[src/sv/lfte_pkg.sv]
`timescale 1ns / 1ps

package lfte_pkg;

	// Default geometry
	localparam int LINE_COLUMNS_DEF = 20;
	localparam int TAB_STOP_DEF     = 8;

	// Character codes
	localparam logic [7:0] CH_TAB   = 8'd9;
	localparam logic [7:0] CH_NL    = 8'd10;
	localparam logic [7:0] CH_BLANK = 8'd32;

	// Sequencer states
	typedef enum logic [2:0] {
		ST_IDLE,
		ST_TAB,
		ST_SCAN,
		ST_EMIT,
		ST_COPY
	} state_t;

	// Source of the line store write data
	typedef enum logic [1:0] {
		WR_INPUT,
		WR_BLANK,
		WR_COPY
	} wr_sel_t;

	// Source of the emit length
	typedef enum logic [1:0] {
		LEN_COL,
		LEN_COL1,
		LEN_BRK
	} len_sel_t;

	// Commands from the controller to the datapath
	typedef struct packed {
		logic     store_we;
		wr_sel_t  wr_sel;
		logic     col_inc;
		logic     col_clr;
		logic     idx_scan;
		logic     idx_dec;
		logic     idx_inc;
		logic     emit_start;
		len_sel_t len_sel;
		logic     out_load;
		logic     out_nl;
	} dp_cmd_t;

	// Status from the datapath to the controller
	typedef struct packed {
		logic in_is_tab;
		logic in_is_nl;
		logic col_zero;
		logic col_last;
		logic col_over;
		logic tab_full;
		logic phase_end;
		logic scan_hit;
		logic emit_done;
		logic len_short;
		logic copy_last;
		logic out_free;
	} dp_sts_t;

endpackage

[src/sv/lfte_dp.sv]
`timescale 1ns / 1ps

module lfte_dp #(
	parameter int LINE_COLUMNS = 20,
	parameter int TAB_STOP     = 8
) (
	input  logic              clk,
	input  logic              arst_n,
	input  logic [7:0]        in_char,
	input  lfte_pkg::dp_cmd_t cmd,
	output lfte_pkg::dp_sts_t sts,
	input  logic              out_stall,
	output logic              out_valid,
	output logic [7:0]        out_char,
	output logic              last_of_run
);
	import lfte_pkg::*;

	localparam int STORE_DEPTH = LINE_COLUMNS + TAB_STOP;
	localparam int IW          = $clog2(STORE_DEPTH);
	localparam int PW          = $clog2(TAB_STOP);

	localparam logic [IW-1:0] LC_I    = IW'(LINE_COLUMNS);
	localparam logic [IW-1:0] LC_M1   = IW'(LINE_COLUMNS - 1);
	localparam logic [PW-1:0] PH_LAST = PW'(TAB_STOP - 1);

	logic [7:0]    store_q [STORE_DEPTH];
	logic [IW-1:0] col_q;
	logic [PW-1:0] phase_q;
	logic [IW-1:0] idx_q;
	logic [IW-1:0] idx_d;
	logic [IW-1:0] len_q;
	logic [IW-1:0] len_nxt;
	logic [7:0]    rd_q;
	logic [7:0]    rd_data;
	logic [7:0]    wr_data;
	logic          out_valid_q;
	logic [7:0]    out_char_q;
	logic          last_q;
	logic          out_free;

	// Single registered read port; always holds the entry at the scan/emit/copy pointer
	assign rd_data = rd_q;

	// Select write data
	always_comb begin
		case (cmd.wr_sel)
			WR_INPUT: wr_data = in_char;
			WR_BLANK: wr_data = CH_BLANK;
			WR_COPY:  wr_data = rd_data;
			default:  wr_data = in_char;
		endcase
	end

	// Write the line store at the column, read it at the next pointer
	always_ff @(posedge clk) begin
		if (cmd.store_we) begin
			store_q[col_q] <= wr_data;
		end
		// pass a write to the entry being read straight through
		if (cmd.store_we && (col_q == idx_d)) begin
			rd_q <= wr_data;
		end else begin
			rd_q <= store_q[idx_d];
		end
	end

	// Column and tab phase
	always_ff @(posedge clk or negedge arst_n) begin
		if (!arst_n) begin
			col_q   <= '0;
			phase_q <= '0;
		end else if (cmd.col_clr) begin
			col_q   <= '0;
			phase_q <= '0;
		end else if (cmd.col_inc) begin
			col_q   <= col_q + 1'b1;
			phase_q <= (phase_q == PH_LAST) ? '0 : phase_q + 1'b1;
		end
	end

	// Pick the number of characters to emit
	always_comb begin
		case (cmd.len_sel)
			LEN_COL:  len_nxt = col_q;
			LEN_COL1: len_nxt = col_q + 1'b1;
			LEN_BRK:  len_nxt = (idx_q == '0) ? LC_I : idx_q + 1'b1;
			default:  len_nxt = col_q;
		endcase
	end

	// Next pointer value
	always_comb begin
		if (cmd.emit_start) begin
			idx_d = '0;
		end else if (cmd.idx_scan) begin
			idx_d = LC_M1;
		end else if (cmd.idx_dec) begin
			idx_d = idx_q - 1'b1;
		end else if (cmd.idx_inc) begin
			idx_d = idx_q + 1'b1;
		end else begin
			idx_d = idx_q;
		end
	end

	// Pointer and emit length
	always_ff @(posedge clk or negedge arst_n) begin
		if (!arst_n) begin
			idx_q <= '0;
			len_q <= '0;
		end else begin
			idx_q <= idx_d;
			if (cmd.emit_start) begin
				len_q <= len_nxt;
			end
		end
	end

	// Output register: load an item, drop it once taken
	assign out_free = !out_valid_q || !out_stall;

	always_ff @(posedge clk or negedge arst_n) begin
		if (!arst_n) begin
			out_valid_q <= 1'b0;
		end else if (cmd.out_load) begin
			out_valid_q <= 1'b1;
		end else if (!out_stall) begin
			out_valid_q <= 1'b0;
		end
	end

	always_ff @(posedge clk) begin
		if (cmd.out_load) begin
			out_char_q <= cmd.out_nl ? CH_NL : rd_data;
			last_q     <= cmd.out_nl;
		end
	end

	assign out_valid   = out_valid_q;
	assign out_char    = out_char_q;
	assign last_of_run = last_q;

	// Status
	always_comb begin
		sts.in_is_tab = (in_char == CH_TAB);
		sts.in_is_nl  = (in_char == CH_NL);
		sts.col_zero  = (col_q == '0);
		sts.col_last  = (col_q == LC_M1);
		sts.col_over  = (col_q >= LC_I);
		sts.tab_full  = (col_q >= LC_M1);
		sts.phase_end = (phase_q == PH_LAST);
		sts.scan_hit  = (idx_q == '0) || (rd_data == CH_BLANK);
		sts.emit_done = (idx_q == len_q);
		sts.len_short = (len_q < LC_I);
		sts.copy_last = (idx_q == LC_M1);
		sts.out_free  = out_free;
	end

endmodule

[src/sv/lfte_ctrl.sv]
`timescale 1ns / 1ps

module lfte_ctrl (
	input  logic              clk,
	input  logic              arst_n,
	input  logic              in_valid,
	output logic              in_stall,
	input  lfte_pkg::dp_sts_t sts,
	output lfte_pkg::dp_cmd_t cmd
);
	import lfte_pkg::*;

	state_t state_q;
	state_t state_nxt;
	logic   fold_q;
	logic   in_plain;

	assign in_plain = !sts.in_is_tab && !sts.in_is_nl;

	// State register
	always_ff @(posedge clk or negedge arst_n) begin
		if (!arst_n) begin
			state_q <= ST_IDLE;
		end else begin
			state_q <= state_nxt;
		end
	end

	// Remember whether the current emit came from a fold
	always_ff @(posedge clk or negedge arst_n) begin
		if (!arst_n) begin
			fold_q <= 1'b0;
		end else if (state_q == ST_IDLE && in_valid) begin
			fold_q <= in_plain && sts.col_last;
		end
	end

	// Next state
	always_comb begin
		state_nxt = state_q;
		unique case (state_q)
			ST_IDLE: begin
				if (in_valid) begin
					if (sts.in_is_tab) begin
						state_nxt = ST_TAB;
					end else if (sts.in_is_nl) begin
						state_nxt = sts.col_zero ? ST_IDLE : ST_EMIT;
					end else if (sts.col_last) begin
						state_nxt = ST_SCAN;
					end
				end
			end
			ST_TAB: begin
				if (sts.phase_end) begin
					state_nxt = sts.tab_full ? ST_EMIT : ST_IDLE;
				end
			end
			ST_SCAN: begin
				if (sts.scan_hit) begin
					state_nxt = ST_EMIT;
				end
			end
			ST_EMIT: begin
				if (sts.out_free && sts.emit_done) begin
					state_nxt = (fold_q && sts.len_short) ? ST_COPY : ST_IDLE;
				end
			end
			ST_COPY: begin
				if (sts.copy_last) begin
					state_nxt = ST_IDLE;
				end
			end
			default: state_nxt = ST_IDLE;
		endcase
	end

	// Datapath commands
	always_comb begin
		cmd      = '0;
		cmd.wr_sel  = WR_INPUT;
		cmd.len_sel = LEN_COL;
		in_stall = (state_q != ST_IDLE);
		unique case (state_q)
			ST_IDLE: begin
				if (in_valid) begin
					cmd.store_we = 1'b1;
					cmd.wr_sel   = WR_INPUT;
					if (sts.in_is_nl) begin
						if (!sts.col_zero) begin
							cmd.emit_start = 1'b1;
							cmd.len_sel    = LEN_COL;
							cmd.col_clr    = 1'b1;
						end
					end else if (in_plain) begin
						if (sts.col_last) begin
							cmd.idx_scan = 1'b1;
						end else begin
							cmd.col_inc = 1'b1;
						end
					end
				end
			end
			ST_TAB: begin
				cmd.store_we = 1'b1;
				cmd.wr_sel   = WR_BLANK;
				cmd.col_inc  = 1'b1;
				if (sts.phase_end && sts.tab_full) begin
					cmd.emit_start = 1'b1;
					cmd.len_sel    = LEN_COL1;
					cmd.col_clr    = 1'b1;
				end
			end
			ST_SCAN: begin
				if (sts.scan_hit) begin
					cmd.emit_start = 1'b1;
					cmd.len_sel    = LEN_BRK;
					cmd.col_clr    = 1'b1;
				end else begin
					cmd.idx_dec = 1'b1;
				end
			end
			ST_EMIT: begin
				if (sts.out_free) begin
					cmd.out_load = 1'b1;
					if (sts.emit_done) begin
						cmd.out_nl = 1'b1;
					end else begin
						cmd.idx_inc = 1'b1;
					end
				end
			end
			ST_COPY: begin
				cmd.store_we = 1'b1;
				cmd.wr_sel   = WR_COPY;
				cmd.col_inc  = 1'b1;
				cmd.idx_inc  = 1'b1;
			end
			default: begin
				cmd = '0;
			end
		endcase
	end

endmodule

[src/sv/line_fold_tab_expand.sv]
`timescale 1ns / 1ps

// Channel | Ports                                       | Direction
// --------+---------------------------------------------+---------------
// input   | in_valid, in_stall, in_char                 | in (stall out)
// output  | out_valid, out_stall, out_char, last_of_run | out (stall in)
//
// An ordinary character is stored as is; a tab expands to blanks up to the next tab stop.
// An emitted line sends its stored characters followed by a newline.
// A fold first scans back over up to LINE_COLUMNS entries on the single store read port
// for a blank, and after the emit copies the moved characters to the start of the line.
// Reset clears the column, the sequencer and the output register; the store is not cleared.
// Output stall holds emission; input is stalled whenever the sequencer is busy.

module line_fold_tab_expand #(
	parameter int LINE_COLUMNS = lfte_pkg::LINE_COLUMNS_DEF,
	parameter int TAB_STOP     = lfte_pkg::TAB_STOP_DEF
) (
	input  logic       clk,
	input  logic       arst_n,
	input  logic       in_valid,
	output logic       in_stall,
	input  logic [7:0] in_char,
	output logic       out_valid,
	input  logic       out_stall,
	output logic [7:0] out_char,
	output logic       last_of_run
);
	import lfte_pkg::*;

	dp_cmd_t cmd;
	dp_sts_t sts;

	// Sequencer
	lfte_ctrl u_ctrl (
		.clk      (clk),
		.arst_n   (arst_n),
		.in_valid (in_valid),
		.in_stall (in_stall),
		.sts      (sts),
		.cmd      (cmd)
	);

	// Line store, counters and output register
	lfte_dp #(
		.LINE_COLUMNS (LINE_COLUMNS),
		.TAB_STOP     (TAB_STOP)
	) u_dp (
		.clk         (clk),
		.arst_n      (arst_n),
		.in_char     (in_char),
		.cmd         (cmd),
		.sts         (sts),
		.out_stall   (out_stall),
		.out_valid   (out_valid),
		.out_char    (out_char),
		.last_of_run (last_of_run)
	);

	// Never overwrite an item that is still waiting
	a_no_overwrite: assert property (@(posedge clk) disable iff (!arst_n)
		cmd.out_load |-> sts.out_free)
		else $error("output item overwritten while stalled");

	// The last item of a run is always a newline
	a_last_is_nl: assert property (@(posedge clk) disable iff (!arst_n)
		(out_valid && last_of_run) |-> (out_char == CH_NL))
		else $error("last item of a run is not a newline");

	// Column stays inside the line while waiting for input
	a_col_range: assert property (@(posedge clk) disable iff (!arst_n)
		!in_stall |-> !sts.col_over)
		else $error("column out of range while idle");

endmodule
[config.mk]
export PLATFORM = sky130hd
export DESIGN_NAME = line_fold_tab_expand
export DESIGN_NICKNAME = d
export VERILOG_FILES = /design/src/sv/lfte_pkg.sv /design/src/sv/lfte_dp.sv /design/src/sv/lfte_ctrl.sv /design/src/sv/line_fold_tab_expand.sv
export SDC_FILE = /design/constraint.sdc
export NUM_CORES = 1
export LEC_CHECK = 0
export BUFFER_PORTS_ARGS = -buffer_cell sky130_fd_sc_hd__buf_4
export CELL_PAD_IN_SITES_DETAIL_PLACEMENT = 0
export CELL_PAD_IN_SITES_GLOBAL_PLACEMENT = 1
export CORE_MARGIN = 1
export CORE_UTILIZATION = 30
export CTS_CLUSTER_DIAMETER = 80
export DETAILED_ROUTE_END_ITERATION = 12
export PLACE_DENSITY = 0.59
export SLEW_MARGIN = 20
export SYNTH_ARGS = -nofsm -noshare
export SYNTH_HDL_FRONTEND = slang
export SYNTH_SLANG_ARGS = --single-unit
[constraint.sdc]
create_clock -name clk -period 3.9 [get_ports clk]
set_input_delay 0.78 -clock clk [delete_from_list [all_inputs] [get_ports clk]]
set_output_delay 0.78 -clock clk [all_outputs]
set_load 0.03 [all_outputs]
==> reports/qor.csv, run 1 <==
metric,value,unit
crit_family,multiplexers,
ys_async_sr_fraction,8.812,%
fin_tns_setup,0,ns
synth_cells,750,
leakagePower,0.004611,uW
postSynthAreaPerCell,15.18,um^2
setup_violations,0,
synth_most_common_cell,edfxtp_1,
yosysTopAreaCell,edfxtp_1,
path_buf_inv,1,
critical_path.endpoint_type,flop,
pin_count,23,
p_comb_share,35.5,%
fmax,275.1,MHz
worstPathCellList,"buf_12, mux4_1, mux2i_1, a22o_1, a31o_1, and4bb_4, and2_4, o21ai_0, ha_1, nor2_1, mux2_2, a22oi_1, o21ai_0, mux2_4",
fin_nets,848,
post-route-period-util,93.21,%
multi_input_area,3431,um^2
synth_edf_count,233,
vdd_drop_max,0.3062,mV
worst_clock_skew,0.01788,ns
num_vias,6622,
fin_crit,3.635,ns
die_y,196.8,um
viasPerCell,4.898,
port_buffers,22,
core_area,36960,um^2
switching_share,35.12,%
numCtsBuffers,28,
yosysWarnings,0,
rows,70,
grt_pass1_wl,42550,um
clk_latency,0.55,ns
synth_commonest_cells,"edfxtp_1, mux2i_1, nand2_1",
final_core_util,36.15,%
pwr-share-clk,26.1,%
worstHoldPathType,in -> async,
grt_max_degree,33,
drt_iter0_markers,634,
drv_cap,0,
slew_headroom,24.68,%
worstMarginPinSlew,1.130,ns
drive_gt1_share,21.11,%
yosysSeqAreaShare,67.39,%
dieArea,38730,um^2
synthToLayoutAreaGrowth,17.38,%
max_stage_delay,0.60,ns
ff_latch_area,7682,um^2
cts_tree,yes,
synth_ff_type,edfxtp_1,
place_congestion,0.7871,
dr.pass1.iters,5,
n_antenna_cell,0,
wirelength,28270,um
power.net_switching,3526,uW
cts.sinks,261,
pwr-share-seq,38.3,%
slew_viol_final,0,
drtAntennaViolNets,0,
start_util,30.80,%
netlist.area_leader.share,61.46,%
crit_path_frequent_cell,o21ai_0,
power_density,751.3,nW/um^2
finalHoldViolCount,0,
grt_overflow,0,
die_w,196.8,um
synth_nets,772,
yosys_register_bits,261,
critPathMaxFanout,32,
syn-cell-area,11380,um^2
drc,0,
rsz0062_at_grt,no,
worstPathArrival,4.07,ns
path_clk_slew,0.07,ns
wl_per_cell,20.91,um
cts_hold_buf,0,
first_global_vias,6606,
n_fill_cell,3580,
criticalPathCategory,reg -> reg,
grt_use_total,14.86,%
ys_types,71,
slowest_stage,mux4_1,
clock_tree.buffer_depth,3,
p_int,6513,uW
run_status,finished clean,
cts-root-buf,clkbuf_16,
hpwlAfterDp,18790,um
crit_required,4.33,ns
antenna_found_initial,0,
start_kind,flop,
cts-htree-levels,1,
synthTopCellsByArea,"edfxtp_1, mux2i_1, dfrtp_1",
-- worst register-to-register path, delay by kind of cell (launching register included) --
| family | cells | cell delay (ns) |
|---|---|---|
| muxes | 4 | 1.30 |
| buffers and inverters | 1 | 0.24 |
| and+or+nand+nor | 3 | 0.54 |
| DFF | 1 | 0.35 |
| adders and majority gates | 1 | 0.35 |
| AOI/OAI and AO/OA | 5 | 0.75 |
-- cell families after synthesis --
group | share of synthesized area [%]
flip-flops | 67.39
AND/OR/NAND/NOR | 9.540
multiplexers | 11.95
AO/OA/AOI/OAI | 5.990
buffers and inverters | 2.803
XOR/XNOR | 1.231
adder cells (fa/ha/maj) | 1.099
-- worst paths after layout --
path / slack, ns / from / end / depth (start not counted)
worst max-delay path: 0.26 / flop / u_dp.len_q[2]$_DFFE_PN0P_ / 14
worst min-delay path: 0.15 / arst_n / u_dp.len_q[0]$_DFFE_PN0P_ / 1
worst max register to register: 0.26 / flop / u_dp.len_q[2]$_DFFE_PN0P_ / 14
worst min register to register: 0.50 / u_ctrl.fold_q$_DFFE_PN0P_ / u_ctrl.fold_q$_DFFE_PN0P_ / 2
max in group asynchronous: 3.49 / arst_n / u_dp.col_q[4]$_DFFE_PN0P_ / 1
min in group clk: 0.50 / out_stall / u_dp.out_valid$_DFFE_PN0P_ / 3
-- cell usage in the layout (no fill, tap or decap), types with 13 or more instances in the layout --
| cell | instances |
|---|---|
| a21oi_1 | 22 |
| a22oi_1 | 24 |
| buf_4 | 76 |
| clkbuf_16 | 28 |
| dfrtp_1 | 23 |
| edfxtp_1 | 233 |
| inv_1 | 13 |
| mux2i_1 | 80 |
| mux4_2 | 17 |
| nand2_1 | 58 |
| nand3_1 | 24 |
| nor2_1 | 54 |
| nor2b_1 | 14 |
-- power groups by stage --
stage | sequential (uW) | combinational, uW | clock (uW)
after floorplan | 3710 | 2460 | 0
after global placement | 3900 | 3570 | 0
after detailed placement | 3900 | 3560 | 0
after CTS | 3850 | 3580 | 2690
after global routing | 3890 | 3860 | 2790
final | 3850 | 3570 | 2620
-- cell type report --
cell class / count / area share, %
Sequential cell: 261 / 57.49
Multi-Input combinational cell: 441 / 25.67
Clock buffer: 34 / 5.562
Timing Repair Buffer: 80 / 4.869
Tap cell: 504 / 4.719
Clock inverter: 18 / 1.292
Inverter: 14 / 0.3933
-- sequential cells by signal, summed over array words and instances (netlist names), named ones only --
register,flops
u_dp.col_q,5
u_dp.out_char,8
u_dp.len_q,5
u_dp.out_valid,1
u_dp.phase_q,3
u_dp.last_of_run,1
u_dp.idx_q,5
u_dp.store_q,224
u_ctrl.fold_q,1
u_ctrl.state_q,3
-- layer usage --
layer  up-vias  GRT usage, %  wire length (um)
li1       3047             -                 -
met1      3360         20.46             12510
met2       177         24.25             13610
met3        38         2.396              1529
met4         0         4.077               621
met5         -             0                 0
-- repair_timing --
action	in CTS	in global routing
resized for setup	0	2
endpoints found under the setup margin	0	4
setup buffers	0	1
hold endpoints to repair	0	0
-- through the flow --
step / total power [uW] / setup WS [ns] / instance area (um^2) / cells / hold slack (ns)
CTS: 10110 / 0.1590 / 13340 / 1351 / 0.1316
detailed placement: 7464 / 0.1745 / 12430 / 1299 / 0.4836
floorplan: 6178 / 0.4016 / 11380 / 750 / 0.4462
global route: 10540 / 0.01142 / 13360 / 1352 / 0.1468
global placement: 7471 / 0.1840 / 12430 / 1299 / 0.4800
finish: 10040 / 0.2649 / 13360 / 1352 / 0.1459
No activity file was read; power rests on OpenSTA's default activity.
==> inputs of run 2 (changes only) <==
==> constraint.sdc (replaced) <==
create_clock -name clk -period 3.8 [get_ports clk]
set_input_delay 0.76 -clock clk [delete_from_list [all_inputs] [get_ports clk]]
set_output_delay 0.76 -clock clk [all_outputs]
set_load 0.03 [all_outputs]
==> run 2 against run 1 <==
First-iteration DRC count is 34% lower. Worst hold slack worse by 0.026 ns. Utilization is 0.085 points higher. Sequential share of layout area is 0.15 points lower. Die area stayed put. Count of clock-buffer cells in the layout is 11 higher. Non-clock buffer count is 3 higher. Design area is 0.23% higher. Maximum frequency is 2.0% higher. Critical path type unchanged. Critical endpoint unchanged. Largest power group unchanged.
==> reports/qor.csv, run 2 (synthesis gave the netlist of run 1 again) <==
metric,value,unit,change
worstMarginPinSlew,0.9436,ns,-0.1862 ns
run_status,finished clean,,
drv_cap,0,,unchanged
grt_max_degree,33,,unchanged
whs,0.1199,ns,-0.02603 ns
n_antenna_cell,0,,unchanged
worstHoldPathType,in -> async,,
worstPathCellList,"buf_12, mux4_1, mux2i_1, a22o_1, a31o_2, and4bb_4, and2_4, o21ai_0, ha_1, nor2_1, mux2_2, a22oi_1, o21ai_0, mux2_4",,
path_clk_slew,0.06,ns,about the same
criticalPathCategory,reg -> reg,,
grt_use_total,14.81,%,-0.051 points
rows,70,,unchanged
pin_count,23,,unchanged
wirelength,28050,um,-0.77%
slowest_stage,mux4_1,,
die_w,196.8,um,unchanged
crit_required,4.22,ns,-0.11 ns
leakagePower,0.004640,uW,+0.62%
start_util,30.80,%,unchanged
hpwlAfterDp,18820,um,+0.18%
fin_tns_setup,0,ns,unchanged
die_y,196.8,um,unchanged
first_global_vias,6630,,+0.36%
viasPerCell,4.796,,-2.1%
slew_viol_final,0,,unchanged
grt_overflow,0,,unchanged
synthToLayoutAreaGrowth,17.65,%,
dr.pass1.iters,4,,-1
path_buf_inv,1,,unchanged
vdd_drop_max,0.4587,mV,+50%
max_stage_delay,0.59,ns,about the same
num_vias,6498,,-1.9%
critPathMaxFanout,32,,unchanged
grt_pass1_wl,42650,um,+0.24%
ff2ff_path_depth,14,,unchanged
cts-htree-levels,1,,unchanged
fmax,280.7,MHz,+2.0%
critical_path.endpoint_type,flop,,
r2r_slack,0.24,ns,-0.03 ns
drive_gt1_share,20.68,%,-0.43 points
layout_common_cells,"edfxtp_1, mux2i_1, buf_4",,
core_area,36960,um^2,unchanged
drc,0,,unchanged
place_congestion,0.8051,,+2.3%
slew_headroom,36.86,%,+12 points
cts.sinks,261,,unchanged
fin_crit,3.563,ns,-0.07196 ns
largest_reg_flops,224,,unchanged
setup_violations,0,,unchanged
drt_iter0_markers,416,,-34%
clk_latency,0.56,ns,about the same
crit_family,multiplexers,,
worst_clock_skew,0.02854,ns,+0.01066 ns
wl_per_cell,20.70,um,-0.99%
port_buffers,22,,unchanged
finalHoldViolCount,0,,unchanged
cts_tree,yes,,
top_register,u_dp.store_q,,
layout_commonest_cell,edfxtp_1,,
power_density,771.7,nW/um^2,+2.7%
clock_tree.buffer_depth,3,,unchanged
drtAntennaViolNets,0,,unchanged
dieArea,38730,um^2,unchanged
worstPathArrival,3.98,ns,-0.09 ns
crit_path_frequent_cell,o21ai_0,,
rsz0062_at_grt,no,,
cts_hold_buf,0,,unchanged
post-route-period-util,93.77,%,+0.56 points
r2r-end,u_dp.len_q[2]$_DFFE_PN0P_,,
start_kind,flop,,
cts_setup_buffers,0,,unchanged
cts-root-buf,clkbuf_16,,
antenna_found_initial,1,,+1
numCtsBuffers,28,,unchanged
final_core_util,36.24,%,+0.085 points
fin_nets,851,,+0.35%
-- run 2: cell type report --
type                       instances  area (um^2)
fill                            3580        23570
sequential                       261         7680
multi-input combinational        441         3431
clock buffer                      45        814.5
timing repair buffer              83        698.2
tap                              504        630.6
clock inverter                     7        87.58
inverter                          14        52.55
-- run 2: worst max-delay path by stage --
| stage | startpoint | to | slack [ns] | depth (start not counted) |
|---|---|---|---|---|
| after global routing | flop | u_dp.len_q[2]$_DFFE_PN0P_ | 0.03 | 14 |
| after CTS | flop | u_dp.len_q[2]$_DFFE_PN0P_ | 0.18 | 13 |
| after detailed placement | flop | u_dp.len_q[2]$_DFFE_PN0P_ | 0.21 | 14 |
| final | flop | u_dp.len_q[2]$_DFFE_PN0P_ | 0.24 | 14 |
| after global placement | flop | u_dp.len_q[2]$_DFFE_PN0P_ | 0.24 | 14 |
| after floorplan | flop | u_dp.len_q[2]$_DFFE_PN0P_ | 0.30 | 16 |
-- run 2: report_power, final --
| group | leakage [uW] | switching (uW) | internal (uW) | total (uW) |
|---|---|---|---|---|
| logic | 0.00177 | 2170 | 1590 | 3770 |
| registers | 0.00243 | 293 | 3630 | 3920 |
| clock network | 0.000437 | 1110 | 1540 | 2650 |
-- run 2: worst reg2reg max path: stages (launching register included) --
cell	delay [ns]
dfxtp_2	0.34
buf_12	0.24
mux4_1	0.61
mux2i_1	0.21
a22o_1	0.20
a31o_2	0.12
and4bb_4	0.28
and2_4	0.19
o21ai_0	0.11
ha_1	0.35
nor2_1	0.04
mux2_2	0.26
a22oi_1	0.12
o21ai_0	0.11
mux2_4	0.26
-- run 2: metal layers --
layer  wire length, um  vias up  global-route usage [%]
met2             13310      111                   24.07
met4               496        2                   3.273
met1             13160     3306                   21.03
met5                 9        -                       0
met3              1072       34                   2.019
li1                  -     3045                       -
-- run 2: metrics by stage --
step | instance area (um^2) | worst slack [ns] | cells | power [uW]
after floorplan | 11380 | 0.3016 | 750 | 6340
after global placement | 12480 | 0.2376 | 1303 | 7777
after detailed placement | 12480 | 0.2121 | 1303 | 7783
after CTS | 13390 | 0.1772 | 1355 | 10440
after global routing | 13390 | 0.03154 | 1355 | 10850
final | 13390 | 0.2369 | 1355 | 10340
-- run 2: what timing repair did --
action,CTS,global route
resized for setup,0,1
hold endpoints to repair,0,0
endpoints found under the setup margin,0,1
==> inputs of run 3 (changes only) <==
--- a/config.mk
+++ b/config.mk
@@ -13,6 +13,7 @@
 export CTS_CLUSTER_DIAMETER = 80
 export DETAILED_ROUTE_END_ITERATION = 12
 export PLACE_DENSITY = 0.59
+export RECOVER_POWER = 50
 export SLEW_MARGIN = 20
 export SYNTH_ARGS = -nofsm -noshare
 export SYNTH_HDL_FRONTEND = slang
==> constraint.sdc (replaced) <==
create_clock -name clk -period 3.8 [get_ports clk]
set_input_delay 0.95 -clock clk [delete_from_list [all_inputs] [get_ports clk]]
set_output_delay 0.95 -clock clk [all_outputs]
set_load 0.03 [all_outputs]
==> run 3 against run 2 <==
First-iteration DRC count rose by 5.8%. Utilization is 0.095 points lower. Wire length decreased by 1.1%. Via count decreased by 0.35%.
==> reports/qor.csv, run 3 (synthesis gave the netlist of run 1 again) <==
metric,value,unit,change
crit_required,4.22,ns,about the same
grt_overflow,0,,unchanged
cts-htree-levels,1,,unchanged
die_y,196.8,um,unchanged
rsz0062_at_grt,no,,
path_clk_slew,0.07,ns,about the same
fin_crit,3.597,ns,+0.03432 ns
cts_resized,0,,unchanged
antenna_found_initial,2,,+1
layout_commonest_cell,edfxtp_1,,
n_fill_cell,3615,,+0.98%
highest_layer,met5,,
p_comb_share,35.4,%,-1.1 points
cts.sinks,261,,unchanged
wirelength,27750,um,-1.1%
worstHoldPathType,reg -> reg,,
pin_count,23,,unchanged
multi_input_area,3423,um^2,-0.22%
finalNonFillerCells,1362,,+0.52%
core_area,36960,um^2,unchanged
wl_met2,13330,um,+0.12%
layout_common_cells,"edfxtp_1, mux2i_1, nand2_1",,
leakagePower,0.004563,uW,-1.7%
cts-root-buf,clkbuf_16,,
clk_latency,0.55,ns,about the same
start_kind,flop,,
drive_gt1_share,17.25,%,-3.4 points
grt_max_degree,33,,unchanged
slew_headroom,6.204,%,-31 points
synthToLayoutAreaGrowth,17.34,%,
place_congestion,0.8072,,+0.26%
setup_violations,0,,unchanged
critPathMaxFanout,13,,-59%
power_density,784.1,nW/um^2,+1.6%
finalWorstSetupSlack,0.2026,ns,-0.03432 ns
worstPathArrival,4.02,ns,+0.04 ns
m1WireLength,12830,um,-2.5%
num_vias,6475,,-0.35%
finalHoldViolCount,0,,unchanged
port_buffers,22,,unchanged
clock_tree.buffer_depth,3,,unchanged
grt_use_total,14.59,%,-0.22 points
drv_cap,0,,unchanged
n_antenna_cell,0,,unchanged
top_register,u_dp.store_q,,
post-route-period-util,94.67,%,+0.90 points
worstMarginPinSlew,1.407,ns,+0.4633 ns
grt_pass1_wl,42060,um,-1.4%
pwr-share-clk,27.2,%,+1.6 points
drt_iter0_markers,440,,+5.8%
critical_path.endpoint_type,flop,,
dr.pass1.iters,5,,+1
viasPerCell,4.754,,-0.87%
switching_share,34.09,%,-0.50 points
run_status,finished clean,,
pre_cts_slack,0.2005,ns,-0.01165 ns
largest_reg_flops,224,,unchanged
wl_per_cell,20.37,um,-1.6%
die_w,196.8,um,unchanged
drtAntennaViolNets,0,,unchanged
first_global_vias,6556,,-1.1%
slew_viol_final,0,,unchanged
fin_nets,859,,+0.94%
cts_hold_buf,0,,unchanged
dp_cells,1312,,+0.69%
dieArea,38730,um^2,unchanged
criticalPathCategory,reg -> reg,,
ff_latch_area,7679,um^2,about the same
numCtsBuffers,27,,-3.6%
hpwlAfterDp,18710,um,-0.62%
p_int,6904,uW,+2.1%
power.net_switching,3571,uW,-0.11%
vdd_drop_max,0.4415,mV,-3.7%
rows,70,,unchanged
start_util,30.80,%,unchanged
drc,0,,unchanged
fin_tns_setup,0,ns,unchanged
cts_tree,yes,,
worst_clock_skew,0.02438,ns,-0.004163 ns
fmax,278.0,MHz,-0.95%
cts_setup_buffers,0,,unchanged
pwr-share-seq,37.5,%,-0.4 points
wl_met3,1075,um,+0.28%
run 3: per-stage QoR:
step                      total power (uW)  instance area (um^2)  hold WS (ns)  util, %
final                                10480                 13360        0.4881    36.14
after global placement                7802                 12550        0.4791    33.96
after CTS                            10670                 13500        0.3027    36.52
after detailed placement              7797                 12550        0.4791    33.96
after global routing                 10990                 13360        0.5102    36.14
after floorplan                       6340                 11380        0.4462        -
run 3: final timing paths:
kind,slack [ns],depth (start not counted),from,endpoint
setup / recovery,0.20,14,flop,u_dp.len_q[3]$_DFFE_PN0P_
hold / removal,0.49,2,u_ctrl.fold_q$_DFFE_PN0P_,u_ctrl.fold_q$_DFFE_PN0P_
setup reg to reg,0.20,14,flop,u_dp.len_q[3]$_DFFE_PN0P_
hold reg to reg,0.49,2,u_ctrl.fold_q$_DFFE_PN0P_,u_ctrl.fold_q$_DFFE_PN0P_
max in group asynchronous,2.28,1,arst_n,u_dp.col_q[4]$_DFFE_PN0P_
min in group asynchronous,0.71,1,arst_n,u_dp.len_q[2]$_DFFE_PN0P_
run 3: layout make-up:
type,instances,area share [%]
Multi-Input combinational cell,441,25.63
Inverter,14,0.3934
Timing Repair Buffer,92,4.702
Clock inverter,16,1.826
Sequential cell,261,57.48
Clock buffer,34,5.254
Tap cell,504,4.720
run 3: routing by layer:
layer | GRT usage [%] | up-vias
met4 | 3.503 | 4
li1 | - | 3057
met1 | 20.31 | 3277
met5 | 0 | -
met3 | 2.447 | 36
met2 | 23.69 | 101
run 3: power groups by stage:
| stage | Sequential [uW] | Combinational, uW | Clock [uW] |
|---|---|---|---|
| final | 3930 | 3700 | 2840 |
| after global routing | 3970 | 4010 | 3010 |
| after CTS | 3920 | 3840 | 2900 |
| after detailed placement | 3980 | 3810 | 0 |
| after global placement | 3980 | 3820 | 0 |
| after floorplan | 3810 | 2530 | 0 |
run 3: worst max-delay path: stages, from the launching register on:
cell	delay [ns]
dfxtp_1	0.67
buf_4	0.24
mux4_2	0.17
mux2i_1	0.09
a22o_1	0.23
a31o_2	0.23
and4bb_4	0.22
and2_4	0.18
o21ai_0	0.24
buf_4	0.17
inv_1	0.04
ha_1	0.23
a32o_1	0.24
mux2_2	0.26
mux2_4	0.25
